### config.mk
export PLATFORM = sky130hd
export DESIGN_NAME = differential_drive_pose_update_flat
export DESIGN_NICKNAME = d
export VERILOG_FILES = /design/src/rtl/ddpu_pkg.sv /design/src/rtl/ddpu_if.sv /design/src/rtl/ddpu_ctrl.sv /design/src/rtl/ddpu_datapath.sv /design/src/rtl/differential_drive_pose_update.sv /design/src/flat_wrapper.sv
export SDC_FILE = /design/constraint.sdc
export NUM_CORES = 2
export LEC_CHECK = 0
export ABC_AREA = 1
export BUFFER_PORTS_ARGS = -buffer_cell sky130_fd_sc_hd__buf_2
export CAP_MARGIN = 20
export CELL_PAD_IN_SITES_DETAIL_PLACEMENT = 1
export CELL_PAD_IN_SITES_GLOBAL_PLACEMENT = 2
export CORE_MARGIN = 2
export CORE_UTILIZATION = 40
export CTS_CLUSTER_DIAMETER = 80
export DETAILED_ROUTE_END_ITERATION = 8
export PLACE_DENSITY_LB_ADDON = 0.1
export SLEW_MARGIN = 25
export SYNTH_ARGS = -nofsm -noshare
export SYNTH_HDL_FRONTEND = slang
export SYNTH_SLANG_ARGS = --single-unit
### constraint.sdc
create_clock -name clock -period 17.3 [get_ports clock]
set_input_delay 1.73 -clock clock [delete_from_list [all_inputs] [get_ports clock]]
set_output_delay 1.73 -clock clock [all_outputs]
set_load 0.01 [all_outputs]
### src/rtl/ddpu_pkg.sv
// ----------------------------------------------------------------------------
// ddpu_pkg
// Shared types, constants and tables of the differential drive pose update.
// ----------------------------------------------------------------------------
package ddpu_pkg;

   localparam int POSITION_WIDTH_DEFAULT = 32;
   localparam int ANGLE_WIDTH_DEFAULT    = 16;
   localparam int FRAC_BITS              = 12;
   localparam int TURN_BITS              = 28;
   localparam int CORDIC_STEPS           = 16;
   localparam int STEP_BITS              = 4;
   localparam int TRIG_WIDTH             = 32;
   localparam logic [31:0] CORDIC_X0     = 32'd652032874;
   localparam logic [16:0] STEP_GAIN     = 17'd66754;
   localparam int CSR_ADDR_WIDTH         = 4;

   localparam logic [1:0] REG_HALF_BASE     = 2'd0;
   localparam logic [1:0] REG_START_X       = 2'd1;
   localparam logic [1:0] REG_START_Y       = 2'd2;
   localparam logic [1:0] REG_START_HEADING = 2'd3;

   typedef enum logic [2:0] {
      ST_IDLE,
      ST_ROT_RIGHT,
      ST_APPLY_RIGHT,
      ST_ROT_LEFT,
      ST_APPLY_LEFT,
      ST_ROT_RELOAD,
      ST_APPLY_RELOAD,
      ST_RESULT
   } state_type;

   typedef enum logic [1:0] {
      APPLY_NONE,
      APPLY_RIGHT,
      APPLY_LEFT,
      APPLY_RELOAD
   } apply_type;

   typedef struct packed {
      logic      load;
      logic      start_right;
      logic      start_left;
      logic      start_reload;
      logic      cordic_step;
      apply_type apply;
      logic      result_load;
   } cmd_type;

   typedef struct packed {
      logic reload;
      logic right_moves;
      logic left_moves;
      logic cordic_last;
   } status_type;

   function automatic logic [27:0] atan_unit(input logic [STEP_BITS-1:0] i);
      logic [27:0] v;
      unique case (i)
         4'd0:  v = 28'd33554432;
         4'd1:  v = 28'd19808338;
         4'd2:  v = 28'd10466078;
         4'd3:  v = 28'd5312799;
         4'd4:  v = 28'd2666708;
         4'd5:  v = 28'd1334654;
         4'd6:  v = 28'd667490;
         4'd7:  v = 28'd333765;
         4'd8:  v = 28'd166885;
         4'd9:  v = 28'd83443;
         4'd10: v = 28'd41722;
         4'd11: v = 28'd20861;
         4'd12: v = 28'd10430;
         4'd13: v = 28'd5215;
         4'd14: v = 28'd2608;
         default: v = 28'd1304;
      endcase
      return v;
   endfunction

endpackage

### src/rtl/ddpu_if.sv
// ----------------------------------------------------------------------------
// ddpu_req_if / ddpu_rsp_if
// Valid/ready channels for speed items and pose results.
// ----------------------------------------------------------------------------
interface ddpu_req_if;
   logic               valid;
   logic               ready;
   logic signed [15:0] left_speed;
   logic signed [15:0] right_speed;
   logic               reload;
   modport source (output valid, left_speed, right_speed, reload, input ready);
   modport sink   (input valid, left_speed, right_speed, reload, output ready);
endinterface

interface ddpu_rsp_if;
   logic               valid;
   logic               ready;
   logic signed [31:0] center_x;
   logic signed [31:0] center_y;
   logic        [15:0] heading;
   logic signed [31:0] left_wheel_x_out;
   logic signed [31:0] right_wheel_x_out;
   modport source (output valid, center_x, center_y, heading, left_wheel_x_out,
                   right_wheel_x_out, input ready);
   modport sink   (input valid, center_x, center_y, heading, left_wheel_x_out,
                   right_wheel_x_out, output ready);
endinterface

### src/rtl/ddpu_ctrl.sv
// ----------------------------------------------------------------------------
// ddpu_ctrl
// Sequencer: reload or up to two swings, each one CORDIC pass, then the result.
// ----------------------------------------------------------------------------
module ddpu_ctrl
   import ddpu_pkg::*;
(
   input  logic       clock,
   input  logic       reset,
   input  logic       req_valid,
   output logic       req_ready,
   output logic       rsp_valid,
   input  logic       rsp_ready,
   input  status_type status,
   output cmd_type    cmd
);

   state_type state_ff, state_in;
   logic      rsp_valid_ff, rsp_valid_in;

   always_ff @(posedge clock) begin
      if (reset) begin
         state_ff     <= ST_IDLE;
         rsp_valid_ff <= 1'b0;
      end else begin
         state_ff     <= state_in;
         rsp_valid_ff <= rsp_valid_in;
      end
   end

   assign rsp_valid = rsp_valid_ff;
   assign req_ready = (state_ff == ST_IDLE);

   always_comb begin
      state_in     = state_ff;
      cmd          = '0;
      cmd.apply    = APPLY_NONE;
      rsp_valid_in = rsp_valid_ff && !rsp_ready;
      unique case (state_ff)
         ST_IDLE: begin
            if (req_valid) begin
               cmd.load = 1'b1;
               state_in = ST_ROT_RIGHT;
            end
         end
         ST_ROT_RIGHT: begin
            if (status.reload) begin
               cmd.start_reload = 1'b1;
               state_in         = ST_ROT_RELOAD;
            end else if (status.right_moves) begin
               cmd.start_right = 1'b1;
               state_in        = ST_APPLY_RIGHT;
            end else if (status.left_moves) begin
               cmd.start_left = 1'b1;
               state_in       = ST_APPLY_LEFT;
            end else begin
               state_in = ST_RESULT;
            end
         end
         ST_APPLY_RIGHT: begin
            cmd.cordic_step = 1'b1;
            if (status.cordic_last) state_in = ST_ROT_LEFT;
         end
         ST_ROT_LEFT: begin
            cmd.apply = APPLY_RIGHT;
            if (status.left_moves) begin
               cmd.start_left = 1'b1;
               state_in       = ST_APPLY_LEFT;
            end else begin
               state_in = ST_RESULT;
            end
         end
         ST_APPLY_LEFT: begin
            cmd.cordic_step = 1'b1;
            if (status.cordic_last) state_in = ST_ROT_RELOAD;
         end
         ST_ROT_RELOAD: begin
            if (status.reload) begin
               cmd.cordic_step = 1'b1;
               if (status.cordic_last) state_in = ST_APPLY_RELOAD;
            end else begin
               cmd.apply = APPLY_LEFT;
               state_in  = ST_RESULT;
            end
         end
         ST_APPLY_RELOAD: begin
            cmd.apply = APPLY_RELOAD;
            state_in  = ST_RESULT;
         end
         ST_RESULT: begin
            if (!rsp_valid_ff || rsp_ready) begin
               cmd.result_load = 1'b1;
               rsp_valid_in    = 1'b1;
               state_in        = ST_IDLE;
            end
         end
         default: state_in = ST_IDLE;
      endcase
   end

   assert property (@(posedge clock) disable iff (reset)
      cmd.result_load |=> rsp_valid);
   assert property (@(posedge clock) disable iff (reset)
      cmd.load |=> !req_ready);
   assert property (@(posedge clock) disable iff (reset)
      rsp_valid && !rsp_ready |=> rsp_valid)
      else $error("result dropped while stalled");

endmodule

### src/rtl/ddpu_datapath.sv
// ----------------------------------------------------------------------------
// ddpu_datapath
// Wheel state, step-per-cycle CORDIC, offset multiply and result register.
// ----------------------------------------------------------------------------
module ddpu_datapath
   import ddpu_pkg::*;
#(
   parameter int POSITION_WIDTH = POSITION_WIDTH_DEFAULT,
   parameter int ANGLE_WIDTH    = ANGLE_WIDTH_DEFAULT
) (
   input  logic               clock,
   input  logic               reset,
   input  cmd_type            cmd,
   output status_type         status,
   input  logic signed [15:0] left_speed,
   input  logic signed [15:0] right_speed,
   input  logic               reload,
   input  logic [9:0]         half_base,
   input  logic [31:0]        start_x,
   input  logic [31:0]        start_y,
   input  logic [15:0]        start_heading,
   output logic signed [31:0] center_x,
   output logic signed [31:0] center_y,
   output logic [15:0]        heading,
   output logic signed [31:0] left_wheel_x_out,
   output logic signed [31:0] right_wheel_x_out
);

   localparam int PW = POSITION_WIDTH;
   localparam int AW = ANGLE_WIDTH;
   localparam int AS = TURN_BITS - AW;
   localparam int PRODW = PW + TRIG_WIDTH + 1;

   logic signed [PW-1:0] lx_ff, ly_ff, rx_ff, ry_ff;
   logic [AW-1:0]        head_ff;
   logic signed [15:0]   ls_ff, rs_ff;
   logic                 rel_ff;
   logic signed [31:0]   cx_ff, cy_ff, cos_ff, sin_ff;
   logic signed [28:0]   z_ff;
   logic [1:0]           q_ff;
   logic [STEP_BITS-1:0] i_ff;

   function automatic logic [AW-1:0] turn_step(input logic signed [15:0] s);
      logic signed [33:0] p;
      p = 34'(s) * $signed({1'b0, STEP_GAIN}) + 34'(64'sd1 <<< (31 - AW));
      return p[32-AW +: AW];
   endfunction

   logic [AW-1:0] ang_right, ang_left, ang_start, ang_sel;
   assign ang_right = head_ff + turn_step(rs_ff);
   assign ang_left  = head_ff - turn_step(ls_ff);
   assign ang_start = AW'(({12'd0, start_heading} << 12) >> AS);

   always_comb begin
      ang_sel = head_ff;
      if (cmd.start_right) ang_sel = ang_right;
      if (cmd.start_left)  ang_sel = ang_left;
      if (cmd.start_reload) ang_sel = ang_start;
   end

   logic [27:0] zfull;
   assign zfull = 28'({ang_sel, {AS{1'b0}}});

   logic signed [31:0] xs, ys;
   assign xs = cos_ff >>> i_ff;
   assign ys = sin_ff >>> i_ff;

   always_ff @(posedge clock) begin
      if (reset) begin
         head_ff <= '0;
      end else if (cmd.start_right || cmd.start_left || cmd.start_reload) begin
         head_ff <= ang_sel;
      end
   end

   always_ff @(posedge clock) begin
      if (cmd.load) begin
         ls_ff  <= left_speed;
         rs_ff  <= right_speed;
         rel_ff <= reload;
      end
      if (cmd.start_right || cmd.start_left || cmd.start_reload) begin
         q_ff    <= zfull[27:26];
         z_ff    <= $signed({3'd0, zfull[25:0]});
         cos_ff  <= $signed(CORDIC_X0);
         sin_ff  <= '0;
         i_ff    <= '0;
      end else if (cmd.cordic_step) begin
         if (!z_ff[28]) begin
            cos_ff <= cos_ff - ys;
            sin_ff <= sin_ff + xs;
            z_ff   <= z_ff - $signed({1'b0, atan_unit(i_ff)});
         end else begin
            cos_ff <= cos_ff + ys;
            sin_ff <= sin_ff - xs;
            z_ff   <= z_ff + $signed({1'b0, atan_unit(i_ff)});
         end
         i_ff <= i_ff + 1'b1;
      end
   end

   assign status.reload      = rel_ff;
   assign status.right_moves = (rs_ff != 16'sd0);
   assign status.left_moves  = (ls_ff != 16'sd0);
   assign status.cordic_last = (i_ff == STEP_BITS'(CORDIC_STEPS - 1));

   logic signed [31:0] c_q, s_q;
   always_comb begin
      case (q_ff)
         2'd0: begin c_q = cos_ff;  s_q = sin_ff;  end
         2'd1: begin c_q = -sin_ff; s_q = cos_ff;  end
         2'd2: begin c_q = -cos_ff; s_q = -sin_ff; end
         default: begin c_q = sin_ff; s_q = -cos_ff; end
      endcase
   end

   logic signed [23:0] len;
   assign len = (cmd.apply == APPLY_RELOAD) ? $signed({2'b0, half_base, 12'd0})
                                            : $signed({1'b0, half_base, 13'd0});
   logic signed [PRODW-1:0] pc, ps;
   logic signed [PW-1:0]    oc, os;
   assign pc = PRODW'(len) * PRODW'(c_q) + PRODW'(64'sd1 <<< 29);
   assign ps = PRODW'(len) * PRODW'(s_q) + PRODW'(64'sd1 <<< 29);
   assign oc = PW'(pc >>> 30);
   assign os = PW'(ps >>> 30);

   logic signed [PW-1:0] sx, sy;
   assign sx = PW'($signed(start_x));
   assign sy = PW'($signed(start_y));

   always_ff @(posedge clock) begin
      if (reset) begin
         lx_ff   <= -(PW'(20) <<< FRAC_BITS);
         ly_ff   <= '0;
         rx_ff   <= PW'(20) <<< FRAC_BITS;
         ry_ff   <= '0;
      end else begin
         unique case (cmd.apply)
            APPLY_RIGHT: begin
               rx_ff <= lx_ff + oc;
               ry_ff <= ly_ff - os;
            end
            APPLY_LEFT: begin
               lx_ff <= rx_ff - oc;
               ly_ff <= ry_ff + os;
            end
            APPLY_RELOAD: begin
               lx_ff <= sx - oc;
               ly_ff <= sy + os;
               rx_ff <= sx + oc;
               ry_ff <= sy - os;
            end
            default: ;
         endcase
      end
   end

   logic signed [PW:0] sumx, sumy;
   assign sumx = (PW+1)'(lx_ff) + (PW+1)'(rx_ff);
   assign sumy = (PW+1)'(ly_ff) + (PW+1)'(ry_ff);

   logic [27:0] hturn;
   assign hturn = 28'({head_ff, {AS{1'b0}}});

   logic [15:0] hd_ff;
   logic signed [31:0] lo_ff, ro_ff;
   always_ff @(posedge clock) begin
      if (cmd.result_load) begin
         cx_ff <= 32'(PW'(sumx >>> 1));
         cy_ff <= 32'(PW'(sumy >>> 1));
         hd_ff <= hturn[27:12];
         lo_ff <= 32'(lx_ff);
         ro_ff <= 32'(rx_ff);
      end
   end

   assign center_x          = cx_ff;
   assign center_y          = cy_ff;
   assign heading           = hd_ff;
   assign left_wheel_x_out  = lo_ff;
   assign right_wheel_x_out = ro_ff;

   assert property (@(posedge clock) disable iff (reset)
      cmd.cordic_step |-> cmd.apply == APPLY_NONE);
   assert property (@(posedge clock) disable iff (reset)
      cmd.start_left |-> !rel_ff);
   assert property (@(posedge clock) disable iff (reset)
      cmd.start_right |-> !rel_ff);

endmodule

### src/rtl/differential_drive_pose_update.sv
// ----------------------------------------------------------------------------
// differential_drive_pose_update
// Two-wheel odometry with fixed-point CORDIC trigonometry.
// ----------------------------------------------------------------------------
// One item at a time. A tick with both wheels moving runs, from the accepting
// edge to the edge that loads the result, a set-up state, one 16-step CORDIC
// pass per moving wheel at one step per cycle, one apply state per swing and
// the result state. A tick with one wheel moving runs one pass, as does a
// reload; a standstill tick has only the set-up and result states. A single
// shared CORDIC unit does every pass. The result register holds while rsp_ready
// is low; a new transaction is accepted from the cycle after the result load.
module differential_drive_pose_update
   import ddpu_pkg::*;
#(
   parameter int POSITION_WIDTH = POSITION_WIDTH_DEFAULT,
   parameter int ANGLE_WIDTH    = ANGLE_WIDTH_DEFAULT
) (
   input  logic                      clock,
   input  logic                      reset,
   ddpu_req_if.sink                  req,
   ddpu_rsp_if.source                rsp,
   input  logic                      csr_psel,
   input  logic                      csr_penable,
   input  logic                      csr_pwrite,
   input  logic [CSR_ADDR_WIDTH-1:0] csr_paddr,
   input  logic [31:0]               csr_pwdata,
   output logic [31:0]               csr_prdata,
   output logic                      csr_pready
);

   logic [9:0]  half_base_ff;
   logic [31:0] start_x_ff, start_y_ff;
   logic [15:0] start_heading_ff;
   logic        wr;

   assign csr_pready = 1'b1;
   assign wr = csr_psel && csr_penable && csr_pwrite;

   always_ff @(posedge clock) begin
      if (reset) begin
         half_base_ff     <= 10'd20;
         start_x_ff       <= '0;
         start_y_ff       <= '0;
         start_heading_ff <= '0;
      end else if (wr && csr_paddr[1:0] == 2'b00) begin
         unique case (csr_paddr[3:2])
            REG_HALF_BASE:     half_base_ff     <= csr_pwdata[9:0];
            REG_START_X:       start_x_ff       <= csr_pwdata;
            REG_START_Y:       start_y_ff       <= csr_pwdata;
            REG_START_HEADING: start_heading_ff <= csr_pwdata[15:0];
            default: ;
         endcase
      end
   end

   always_comb begin
      unique case (csr_paddr[3:2])
         REG_HALF_BASE:     csr_prdata = {22'd0, half_base_ff};
         REG_START_X:       csr_prdata = start_x_ff;
         REG_START_Y:       csr_prdata = start_y_ff;
         REG_START_HEADING: csr_prdata = {16'd0, start_heading_ff};
         default:           csr_prdata = '0;
      endcase
   end

   cmd_type    cmd;
   status_type status;

   ddpu_ctrl u_ctrl (
      .clock     (clock),
      .reset     (reset),
      .req_valid (req.valid),
      .req_ready (req.ready),
      .rsp_valid (rsp.valid),
      .rsp_ready (rsp.ready),
      .status    (status),
      .cmd       (cmd)
   );

   ddpu_datapath #(
      .POSITION_WIDTH (POSITION_WIDTH),
      .ANGLE_WIDTH    (ANGLE_WIDTH)
   ) u_datapath (
      .clock             (clock),
      .reset             (reset),
      .cmd               (cmd),
      .status            (status),
      .left_speed        (req.left_speed),
      .right_speed       (req.right_speed),
      .reload            (req.reload),
      .half_base         (half_base_ff),
      .start_x           (start_x_ff),
      .start_y           (start_y_ff),
      .start_heading     (start_heading_ff),
      .center_x          (rsp.center_x),
      .center_y          (rsp.center_y),
      .heading           (rsp.heading),
      .left_wheel_x_out  (rsp.left_wheel_x_out),
      .right_wheel_x_out (rsp.right_wheel_x_out)
   );

endmodule
### src/flat_wrapper.sv
// flat-port wrapper written by rule: the top's interface ports become plain ports
module differential_drive_pose_update_flat import ddpu_pkg::*;
#(
   parameter int POSITION_WIDTH = POSITION_WIDTH_DEFAULT,
   parameter int ANGLE_WIDTH    = ANGLE_WIDTH_DEFAULT
)
  (clock, reset, csr_psel, csr_penable, csr_pwrite, csr_paddr, csr_pwdata, csr_prdata, csr_pready, req_valid, req_left_speed, req_right_speed, req_reload, req_ready, rsp_valid, rsp_center_x, rsp_center_y, rsp_heading, rsp_left_wheel_x_out, rsp_right_wheel_x_out, rsp_ready);
  ddpu_req_if req_i ();
  ddpu_rsp_if rsp_i ();
  input  logic clock;
  input  logic reset;
  input  logic csr_psel;
  input  logic csr_penable;
  input  logic csr_pwrite;
  input  logic [CSR_ADDR_WIDTH-1:0] csr_paddr;
  input  logic [31:0] csr_pwdata;
  output logic [31:0] csr_prdata;
  output logic csr_pready;
  input wire logic [$bits(req_i.valid)-1:0] req_valid;
  input wire logic [$bits(req_i.left_speed)-1:0] req_left_speed;
  input wire logic [$bits(req_i.right_speed)-1:0] req_right_speed;
  input wire logic [$bits(req_i.reload)-1:0] req_reload;
  output wire logic [$bits(req_i.ready)-1:0] req_ready;
  output wire logic [$bits(rsp_i.valid)-1:0] rsp_valid;
  output wire logic [$bits(rsp_i.center_x)-1:0] rsp_center_x;
  output wire logic [$bits(rsp_i.center_y)-1:0] rsp_center_y;
  output wire logic [$bits(rsp_i.heading)-1:0] rsp_heading;
  output wire logic [$bits(rsp_i.left_wheel_x_out)-1:0] rsp_left_wheel_x_out;
  output wire logic [$bits(rsp_i.right_wheel_x_out)-1:0] rsp_right_wheel_x_out;
  input wire logic [$bits(rsp_i.ready)-1:0] rsp_ready;
  assign req_i.valid = req_valid;
  assign req_i.left_speed = req_left_speed;
  assign req_i.right_speed = req_right_speed;
  assign req_i.reload = req_reload;
  assign req_ready = req_i.ready;
  assign rsp_valid = rsp_i.valid;
  assign rsp_center_x = rsp_i.center_x;
  assign rsp_center_y = rsp_i.center_y;
  assign rsp_heading = rsp_i.heading;
  assign rsp_left_wheel_x_out = rsp_i.left_wheel_x_out;
  assign rsp_right_wheel_x_out = rsp_i.right_wheel_x_out;
  assign rsp_i.ready = rsp_ready;
  differential_drive_pose_update #(.POSITION_WIDTH(POSITION_WIDTH), .ANGLE_WIDTH(ANGLE_WIDTH)) u_core (.clock(clock), .reset(reset), .req(req_i), .rsp(rsp_i), .csr_psel(csr_psel), .csr_penable(csr_penable), .csr_pwrite(csr_pwrite), .csr_paddr(csr_paddr), .csr_pwdata(csr_pwdata), .csr_prdata(csr_prdata), .csr_pready(csr_pready));
endmodule
==> flow_summary.ini <==
[die]
fp.dieH_um = 449
die_x_um = 449
dieArea_um2 = 202000
ios = 255
fp.coreArea_um2 = 197000
start_util_pct = 40.2
num_rows = 163

[clock_network]
cts.hold.buffers_added = 0
clockBufferDepth = 3
tritoncts = built
cts_setup_buffers = 0
clkLatencyLatePin_ns = 0.76
numCtsBuffers = 82
ctsHtreeMaxLevel = 3
cts-root-buf = clkbuf_16
clock_sinks = 540
ctsResizeCount = 0
cts.reportedPaths.clkPinSlew_ns = 0.06

[route]
via_per_inst = 5.37
num_vias = 74600
antenna_left = 0
wl_per_cell_um = 22.2
drc = 0
first_pass_iters = 7
drtIter0Drc = 4376
finalWirelength_mm = 308

[grt]
overflow = 0
antenna_found_initial = 17
grt_pass1_wl_mm = 477
grtUsageTotal_pct = 30.4
grt_max_degree = 101
grt_pass1_vias = 79000

[synthesis]
synthAdderAreaFrac_pct = 32.1
synth_xor_area_share_pct = 4.31
syn_nets = 12700
synth_cell_types = 77
synth_edf_count = 193
synth.cells.most_frequent = nand2_1 (2,184), inv_1 (2,114), nor2_1 (1,038)
yosysTopAreaCellShare_pct = 17.4
synthTopCellsByArea = fa_1 (17%), ha_1 (15%), nand2_1 (10%)
synth-simple-area-share_pct = 20.8
synth_top_area_cell = fa_1
yosysMostFrequentCell = nand2_1
syn_area_per_cell_um2 = 7.18
synth-compound-area-share_pct = 14.4
synth_top_family_by_area = adder cells
synth_mux_area_share_pct = 0.568
ys_ff_latch = 540
synth_cells = 11000
postSynth.asyncResetShare_pct = 0
yosys_warnings = 0
seq_area_frac_synth_pct = 16.1
netlist_area_um2 = 79300
ys.flop_type = dfxtp_1

[final_layout]
fin_nets = 12900
fin_area_um2 = 86300
post-route-util_pct = 43.8
syn2layout_area_growth_pct = 8.84
drive_gt1_share_pct = 6.02
nFillCells = 25200

[sta]
final.period_utilization_pct = 70.7
tightest_slew_ns = 1.06
max_freq_ghz = 0.0817
drv_slew = 0
hold_viol = 0
rsz0062_at_grt = no
skew_ns = 0.0682
fin_tns_setup_ns = 0
fin_crit_ns = 12.23
report.final.setup_viol = 0
relSlewSlack_pct = 28.8
fin_ws_ns = 5.07

[flow_run]
maxCapViolations = 0

[worst_setup_path]
start_kind = flip-flop
cp.arrival_ns = 12.92
path_delay_family = adder cells
cpPeakStageDelay_ns = 0.83
crit_slowest_cell = inv_2
end_kind = flip-flop
critPathMaxFanout = 42
path_buf_inv = 13
path_common_cell = nand2_1
worstPathRequired_ns = 17.99
crit_type = flip-flop to flip-flop

[placed_design]
gp_congestion = 0.968
io_buffers = 253
dp.final_hpwl_mm = 256
placed_area_um2 = 83400
place_ws_ns = 5.31

[outcome]
status = finished clean

[hold_path]
hold_class = flip-flop to flip-flop
==> cells by family (layout without fill, tap and decap cells) <==
group,Yosys count,after routing
AND/OR/NAND/NOR,3975,3975
buffers and inverters,2449,2645
AO/OA/AOI/OAI,2028,2028
adder cells (fa/ha/maj),1618,1618
flip-flops,540,540
XOR/XNOR,385,385
multiplexers,45,45
other,1,8
==> cells in the final DEF, fill, tap and decap left out, types with 30 or more instances in the layout <==
| cell type | Yosys | layout |
|---|---|---|
| mux2i_1 | 45 | 45 |
| a21oi_1 | 669 | 668 |
| ha_1 | 929 | 929 |
| buf_4 | 9 | 80 |
| buf_2 | 35 | 253 |
| o21bai_1 | 94 | 94 |
| edfxtp_1 | 193 | 193 |
| o2111ai_1 | 32 | 31 |
| xnor2_1 | 111 | 111 |
| dfxtp_1 | 347 | 344 |
| clkbuf_16 | 0 | 82 |
| a31oi_1 | 52 | 52 |
| xor2_1 | 270 | 270 |
| nor3_1 | 65 | 64 |
| o211ai_1 | 61 | 61 |
| inv_2 | 33 | 41 |
| o21ai_1 | 121 | 120 |
| inv_1 | 2114 | 2106 |
| nand3_1 | 423 | 421 |
| or2_2 | 33 | 33 |
| o21ai_0 | 740 | 734 |
| o21a_1 | 30 | 30 |
| nand4_1 | 85 | 85 |
| o22ai_1 | 51 | 51 |
| nor2_1 | 1038 | 1035 |
| nand2_1 | 2184 | 2180 |
| fa_1 | 689 | 689 |
==> per-layer routing <==
metal,global-route usage [%],routed length [µm]
met1,41.1,141000
met2,50.0,141000
met3,3.37,12900
met4,11.1,12500
met5,0,13
==> worst register-to-register path: cells and delay by family (launching register included) <==
kind | cells | cell delay, ns
AO/OA/AOI/OAI | 6 | 1.16
XOR/XNOR | 1 | 0.68
adder cells (fa/ha/maj) | 10 | 4.32
buffers and inverters | 13 | 3.24
flip-flops | 1 | 0.46
AND/OR/NAND/NOR | 18 | 2.33
==> final cells by class <==
class	count	area (µm²)	area share, %
Multi-Input combinational cell	8052	57300	66.4
Timing Repair Buffer	336	1940	2.25
Sequential cell	540	12700	14.8
Clock buffer	102	2190	2.53
Inverter	2157	8110	9.39
Antenna cell	7	17.5	0.0203
Tap cell	2640	3300	3.83
Clock inverter	50	701	0.812
==> sequential cells by signal, indices dropped and copies added (netlist names), 4 cells and up, named ones only <==
register,cells
u_core.half_base_ff,10
u_core.start_heading_ff,16
u_core.start_x_ff,32
u_core.start_y_ff,32
u_core.u_datapath.center_x,32
u_core.u_datapath.center_y,32
u_core.u_datapath.cos_ff,32
u_core.u_datapath.head_ff,16
u_core.u_datapath.heading,16
u_core.u_datapath.i_ff,4
u_core.u_datapath.left_wheel_x_out,32
u_core.u_datapath.ls_ff,16
u_core.u_datapath.lx_ff,32
u_core.u_datapath.ly_ff,32
u_core.u_datapath.right_wheel_x_out,32
u_core.u_datapath.rs_ff,16
u_core.u_datapath.rx_ff,32
u_core.u_datapath.ry_ff,32
u_core.u_datapath.sin_ff,32
u_core.u_datapath.z_ff,29
==> path summary, 6_finish.rpt <==
check	startpoint	end	slack, ns	cells after the start
worst min register to register	u_core.u_datapath.z_ff[8]$_SDFFE_PP0P_	u_core.u_datapath.z_ff[8]$_SDFFE_PP0P_	0.46	2
worst max-delay path	u_core.u_ctrl.state_ff[1]$_SDFFE_PP0P_	u_core.u_datapath.lx_ff[28]$_SDFFE_PP1P_	5.07	48
worst max register to register	u_core.u_ctrl.state_ff[1]$_SDFFE_PP0P_	u_core.u_datapath.lx_ff[28]$_SDFFE_PP1P_	5.07	48
worst min-delay path	u_core.u_datapath.z_ff[8]$_SDFFE_PP0P_	u_core.u_datapath.z_ff[8]$_SDFFE_PP0P_	0.46	2
==> per-stage QoR <==
stage	hold WS (ns)	cells
after floorplan	0.425	11000
after global placement	0.436	13700
after detailed placement	0.447	13700
after CTS	0.459	13900
after global routing	0.481	13900
final	0.457	13900
Power is left out: the tool's default activity adds up to more than one toggle a clock period on the data nets, which glitch-free logic cannot reach.
